## src/rtl/epvf_pkg.sv

```systemverilog
// ----------------------------------------------------------------------------
// epvf_pkg
// Shared widths, codes and types of the encoder position and velocity filter.
// ----------------------------------------------------------------------------
package epvf_pkg;

  localparam int CNT_W     = 32;
  localparam int DT_W      = 24;
  localparam int TAU_W     = 24;
  localparam int AFRAC     = 16;
  localparam int DIV_N_W   = 68;
  localparam int DIV_D_W   = 25;
  localparam int DIV_CNT_W = 7;
  localparam int CFG_A_W   = 8;
  localparam int CFG_D_W   = 32;

  localparam logic [1:0] CMD_UPDATE     = 2'd0;
  localparam logic [1:0] CMD_RESET_POS  = 2'd1;
  localparam logic [1:0] CMD_RESET_FILT = 2'd2;

  localparam logic [CFG_A_W-1:0] CFG_COUNTER_MAX = 8'd0;
  localparam logic [CFG_A_W-1:0] CFG_DIR_REV     = 8'd1;
  localparam logic [CFG_A_W-1:0] CFG_RAD_PER_TCK = 8'd2;
  localparam logic [CFG_A_W-1:0] CFG_TAU         = 8'd3;

  localparam logic [1:0] CONV_POS    = 2'd0;
  localparam logic [1:0] CONV_RAW    = 2'd1;
  localparam logic [1:0] CONV_SMOOTH = 2'd2;

  localparam logic [63:0] SAT_MAG = 64'h7FFF_FFFF_FFFF_FFFF;

  typedef enum logic [16:0] {
    ST_IDLE = 17'h00001,
    ST_DLT1 = 17'h00002,
    ST_DLT2 = 17'h00004,
    ST_NUM  = 17'h00008,
    ST_DIVS = 17'h00010,
    ST_DIVW = 17'h00020,
    ST_FDIF = 17'h00040,
    ST_FHI  = 17'h00080,
    ST_FLO  = 17'h00100,
    ST_FSTP = 17'h00200,
    ST_FAPP = 17'h00400,
    ST_RMAG = 17'h00800,
    ST_RHI  = 17'h01000,
    ST_RLO  = 17'h02000,
    ST_RTOP = 17'h04000,
    ST_RSGN = 17'h08000,
    ST_OUT  = 17'h10000
  } state_t;

endpackage

```

## src/rtl/epvf_div.sv

```systemverilog
// ----------------------------------------------------------------------------
// epvf_div
// Restoring divider, one quotient bit per cycle, MSB first.
// ----------------------------------------------------------------------------
module epvf_div
  import epvf_pkg::*;
(
  input  logic               clk,
  input  logic               rst_n,
  input  logic               start,
  input  logic [DIV_N_W-1:0] dividend,
  input  logic [DIV_D_W-1:0] divisor,
  output logic               busy,
  output logic [DIV_N_W-1:0] quotient
);

  logic [DIV_CNT_W-1:0] cnt_r;
  logic [DIV_N_W-1:0]   quo_r;
  logic [DIV_D_W-1:0]   rem_r;
  logic [DIV_D_W:0]     shifted;
  logic [DIV_D_W+1:0]   trial;

  assign shifted  = {rem_r, quo_r[DIV_N_W-1]};
  assign trial    = {1'b0, shifted} - {2'b00, divisor};
  assign busy     = (cnt_r != '0);
  assign quotient = quo_r;

  always_ff @(posedge clk) begin
    if (!rst_n) begin
      cnt_r <= '0;
    end else if (start) begin
      cnt_r <= DIV_CNT_W'(DIV_N_W);
    end else if (busy) begin
      cnt_r <= cnt_r - 1'b1;
    end
  end

  always_ff @(posedge clk) begin
    if (start) begin
      quo_r <= dividend;
      rem_r <= '0;
    end else if (busy) begin
      if (!trial[DIV_D_W+1]) begin
        rem_r <= trial[DIV_D_W-1:0];
        quo_r <= {quo_r[DIV_N_W-2:0], 1'b1};
      end else begin
        rem_r <= shifted[DIV_D_W-1:0];
        quo_r <= {quo_r[DIV_N_W-2:0], 1'b0};
      end
    end
  end

endmodule

```

## config.mk

```make
export PLATFORM = sky130hd
export DESIGN_NAME = epvf_div
export DESIGN_NICKNAME = d
export VERILOG_FILES = /design/src/rtl/epvf_pkg.sv /design/src/rtl/epvf_div.sv
export SDC_FILE = /design/constraint.sdc
export NUM_CORES = 1
export LEC_CHECK = 0
export ABC_AREA = 1
export BUFFER_PORTS_ARGS = -buffer_cell sky130_fd_sc_hd__buf_2
export CORE_MARGIN = 5
export CORE_UTILIZATION = 50
export CTS_BUF_LIST = sky130_fd_sc_hd__clkbuf_8
export DETAILED_ROUTE_END_ITERATION = 10
export PLACE_DENSITY = 0.77
export SYNTH_ARGS = -nofsm -noshare
export SYNTH_HDL_FRONTEND = slang
export SYNTH_SLANG_ARGS = --single-unit
```

## constraint.sdc

```tcl
create_clock -name clk -period 2.35 [get_ports clk]
set_clock_uncertainty 0.2 [all_clocks]
set_input_delay 0.47 -clock clk [delete_from_list [all_inputs] [get_ports clk]]
set_output_delay 0.47 -clock clk [all_outputs]
set_load 0.05 [all_outputs]
```

# Word level (Yosys, flattened, before mapping)
# Index checks and enable logic that the tools add are counted.
# word_totals
ff_bits	100
inputBits	96
output_inout_bits	69
wordCells	16
# classes
addsub	2
n_mux	6
n_bitwise	1
reduce_logical	3
# ops
cell	n
$mux W68	2
$sub A26 B25 Y27	1
$mux W25	1
$mux W7	2
$reduce_bool A7 Y1	1
$sub A7 B1 Y7 const B	1
$reduce_bool A2 Y1	1
$reduce_or A2 Y1	1
$mux W1	1
$not A1 Y1	1

# Longest topological paths before layout
# depth
ltp_word	4
ltp_mapped	15
depth_no_buf	15

# Worst setup path after synthesis
# No wires, ideal clock.
# synth_path
kind	register to register
from	reg quo_r[67] (netlist: quotient[67])
to	reg quo_r[0] (netlist: quotient[0]), data pin
setup_time_ps	268
arrival_ps	1992
t_required_ps	1882
path_slack_ps	-110
stages_incl_launch_ff	10
n_path_buf	1
period_less_slack_ps	2460
path_cell_list	edfxtp_1 -> inv_1 -> ha_1 -> inv_1 -> fa_1 -> nand3_1 -> nand3b_4 -> nand2_4 -> buf_2 -> a31oi_1
# synth_via
elab_chain_cells	4
# synth_rtl
item	line	rtl
from (decl)	epvf_div.sv:18	logic [DIV_N_W-1:0] quo_r;
from (signal assigned)	epvf_div.sv:40	quo_r <= dividend;
from (signal assigned)	epvf_div.sv:45	quo_r <= {quo_r[DIV_N_W-2:0], 1'b1};
from (signal assigned)	epvf_div.sv:48	quo_r <= {quo_r[DIV_N_W-2:0], 1'b0};
$sub A26 B25 Y27	epvf_div.sv:24	assign trial = {1'b0, shifted} - {2'b00, divisor};
$mux W1	epvf_div.sv:43	if (!trial[DIV_D_W+1]) begin
$mux W68	epvf_div.sv:42	end else if (busy) begin
$mux W68	epvf_div.sv:39	if (start) begin
# No other way between the ends. The select of a mux whose other input is x is not followed.
# A chain may end at the register's enable or synchronous reset.

# Final worst setup path
# layout_path
from	reg cnt_r[1]
to	out busy
# layout_via
elab_chain_cells	1
# layout_rtl
item	line	rtl
from (decl)	epvf_div.sv:17	logic [DIV_CNT_W-1:0] cnt_r;
from (signal assigned)	epvf_div.sv:32	cnt_r <= DIV_CNT_W'(DIV_N_W);
from (signal assigned)	epvf_div.sv:34	cnt_r <= cnt_r - 1'b1;
$reduce_bool A7 Y1	epvf_div.sv:25	assign busy = (cnt_r != '0);
to (decl)	epvf_div.sv:13	output logic busy,
# No other way between the ends.

==> metrics.md <==
| Metric | Value |
|---|---|
| Synth Register Bits | `100` |
| CTS tree | `yes` |
| Post-Synth Adder-Cell Area | `0.0533` |
| CP max FO | `5` |
| Top_reg_cell synth | `edfxtp_1` |
| Count of nets after finishing | `about 1200` |
| Post-synth ARST share | `0` |
| Post-Place Setup Slack | `-0.0158 ns` |
| Die Width | `124 µm` |
| Final Hold Fails | `0` |
| Die footprint | `~0.015 mm²` |
| Cts hold-fix bufs | `0` |
| Hold slack | `0.147 ns` |
| Total track usage | `0.222` |
| WL final | `17300 µm` |
| WL per Instance | `13.4 µm` |
| Hpwl dp | `13200 µm` |
| Min-delay worst type | `input pin to flop` |
| Via density | `around 4.8` |
| Synthesized area | `around 0.0065 mm²` |
| Period utilization | `0.974` |
| Sequential share of the synthesized area | `0.414` |
| EDFF count, synth | `between 60 and 70` |
| RR Startpoint | `quotient[67]` |
| Worst-Skew Late Latency | `~0.38 ns` |
| TritonCTS buffer count | `9` |
| Antenna cells | `0` |
| Post-synthesis net count | `approximately 1000` |
| XOR/XNOR Fraction of Synth Area | `0.0162` |
| Antenna Nets Post-Route | `0` |
| Core area | `0.0127 mm²` |
| Post-Synthesis Cells | `approximately 900` |
| Root buffer cell | `clkbuf_8` |
| Kind of critical path | `flop to primary output` |
| Power Total | `0.00835 W` |
| Crit path launch | `cnt_r[1]` |
| Final setup violation count | `0` |
| Yosys cell types | `approximately 40` |
| Initial antenna violation count | `0` |
| Compound-Gate Fraction of Synth Area | `0.0269` |
| I/O pin total | `165` |
| Max Root-Sink Buffers | `2` |
| Crit. End Element | `primary output` |
| Port bufs | `approximately 160` |
| Routed via count | `6267` |
| Pwr dens | `approximately 1000 mW/mm²` |
| Area growth syn-to-layout | `23.8%` |
| Fill cells | `roughly 1100` |
| Hold wc startpoint | `dividend[52]` |
| Sink Count | `100` |
| Critical Path Start Type | `flop` |
| Initial DRC count | `approximately 560` |
| Layout cells sized above 1 | `0.242` |
| Clock transition at the registers of the reported paths | `0.10 ns` |
| Period minus WS final | `around 2.3 ns` |
| Leak Pwr | `about 4.5 nW` |
| Pin count of the biggest net entering global routing | `72` |
| Die H | `124 µm` |
| Fin. max-slew vios | `0` |
| Main combinational cell family by area after synthesis | `simple AND/OR/NAND/NOR gates` |
| Mux share of post-synthesis cell area | `0` |
| Arr. time, crit path | `about 1.6 ns` |
| GRT overflow | `0` |
| Setup_tns | `0 ns` |
| Initial Util | `0.511` |
| VDD IR max | `0.693 mV` |
| Syn avg cell area | `7.00 µm²` |
| Slew margin rel. | `0.535` |
| Worst slew pin tran | `0.698 ns` |
| Final worst slack | `0.0610 ns` |
| Global-route wire length before repair | `between 20000 and 30000 µm` |
| Drt pass-1 iters | `5` |
| Yosys warning total | `0` |
| Vias in the first global route | `5756` |
| Simple-gate share of the synthesized area | `0.386` |
| Row cnt | `41` |
| Status | `finished clean` |
| Routability cong. | `0.916` |
| Achievable Freq | `437 MHz` |
| Critical path data required time | `1.68 ns` |
| H-tree levels | `3` |
| Drt drc | `0` |
| Max Cap Viol | `0` |
| Post-layout util | `0.633` |
==> critical path, stage by stage, from the launching register on <==
cell and delay, ns:
dfxtp_2 0.33, inv_2 0.07, ha_4 0.14, nand2_2 0.07, nor3_2 0.21, inv_2 0.07
nor2_4 0.13, inv_4 0.07, buf_8 0.15
==> final timing paths <==
kind                        to  slack (ns)  cells after the start
setup / recovery          busy        0.06                      8
setup reg to reg      rem_r[2]        0.13                     11
hold reg to reg      rem_r[14]        0.28                      2
hold / removal    quotient[52]        0.15                      3
==> stage by stage <==
stage | cell area (µm²) | instances
finish | 8020 | 1298
global route | 8020 | 1298
CTS | 7960 | 1294
detailed placement | 7740 | 1277
global placement | 7740 | 1277
floorplan | 6480 | 925
==> placed cells by master (no fill, tap or decap), types with 4 or more instances in the layout <==
master and n:
dfxtp_1 31, nand2_2 8, nor2_1 30, ha_1 25, o21ai_0 6, buf_4 41, edfxtp_1 68, buf_2 163
nand4_1 6, nand3_2 9, buf_12 4, inv_2 11, clkbuf_8 9, nand3_1 53, nand3b_1 17, xnor2_1 9
a21oi_1 15, inv_1 130, nand2_1 446
==> cell usage after synthesis, drive strengths merged, types with 2 or more instances <==
cell type,n,area [µm²]
nand2,457,1750
edfxtp,68,2040
ha,26,325
nand4,6,37.5
xor2,3,26.3
xnor2,9,78.8
a21oi,17,100
inv,141,529
nand3,62,350
dfxtp,32,641
clkinv,4,16.3
nor2,35,154
or2,2,12.5
clkbuf,10,37.5
a31oi,2,12.5
nand3b,18,148
and2,2,12.5
o21ai,10,53.8
nor3,4,25.0
buf,14,88.8
==> layer usage <==
layer	part of all wire	global-route usage	up-vias
li1	-	-	3247
met1	0.44	0.294	2775
met2	0.48	0.362	217
met3	0.062	0.0481	28
met4	0.021	0.0740	0
met5	0	0	-
==> logic make-up after synthesis <==
group,count (synthesis)
AOI/OAI and AO/OA,30
xor gates and xnor gates,12
adders and majority gates,27
buffers and inverters,169
DFF,100
and+or+nand+nor,587
==> state kept, by name, summed over array words and instances (netlist names) <==
name,cells
quotient,68
rem_r,25
cnt_r,7
==> where the power goes <==
group | internal [W] | switching [W] | leakage, nW
registers | 0.00235 | 0.000245 | 0.992
logic | 0.00163 | 0.00299 | 3.43
clock network | 0.000500 | 0.000649 | 0.103
==> area by class of cell <==
| cell class | count | area (µm²) | share of cell area |
|---|---|---|---|
| sequential | 100 | 2680 | 0.335 |
| timing repair buffer | 209 | 1220 | 0.152 |
| clock buffer | 9 | 124 | 0.0154 |
| tap | 172 | 215 | 0.0268 |
| multi-input combinational | 656 | 3150 | 0.393 |
| clock inverter | 7 | 75.1 | 0.00936 |
| inverter | 145 | 548 | 0.0684 |
==> repair_timing <==
item | in CTS | in global routing
pin swaps | 1 | 3
resized for setup | 5 | 9
setup buffers | 1 | 4
setup endpoints to repair | 1 | 10
cloned | 0 | 0
(Power assumes the default switching activity.)
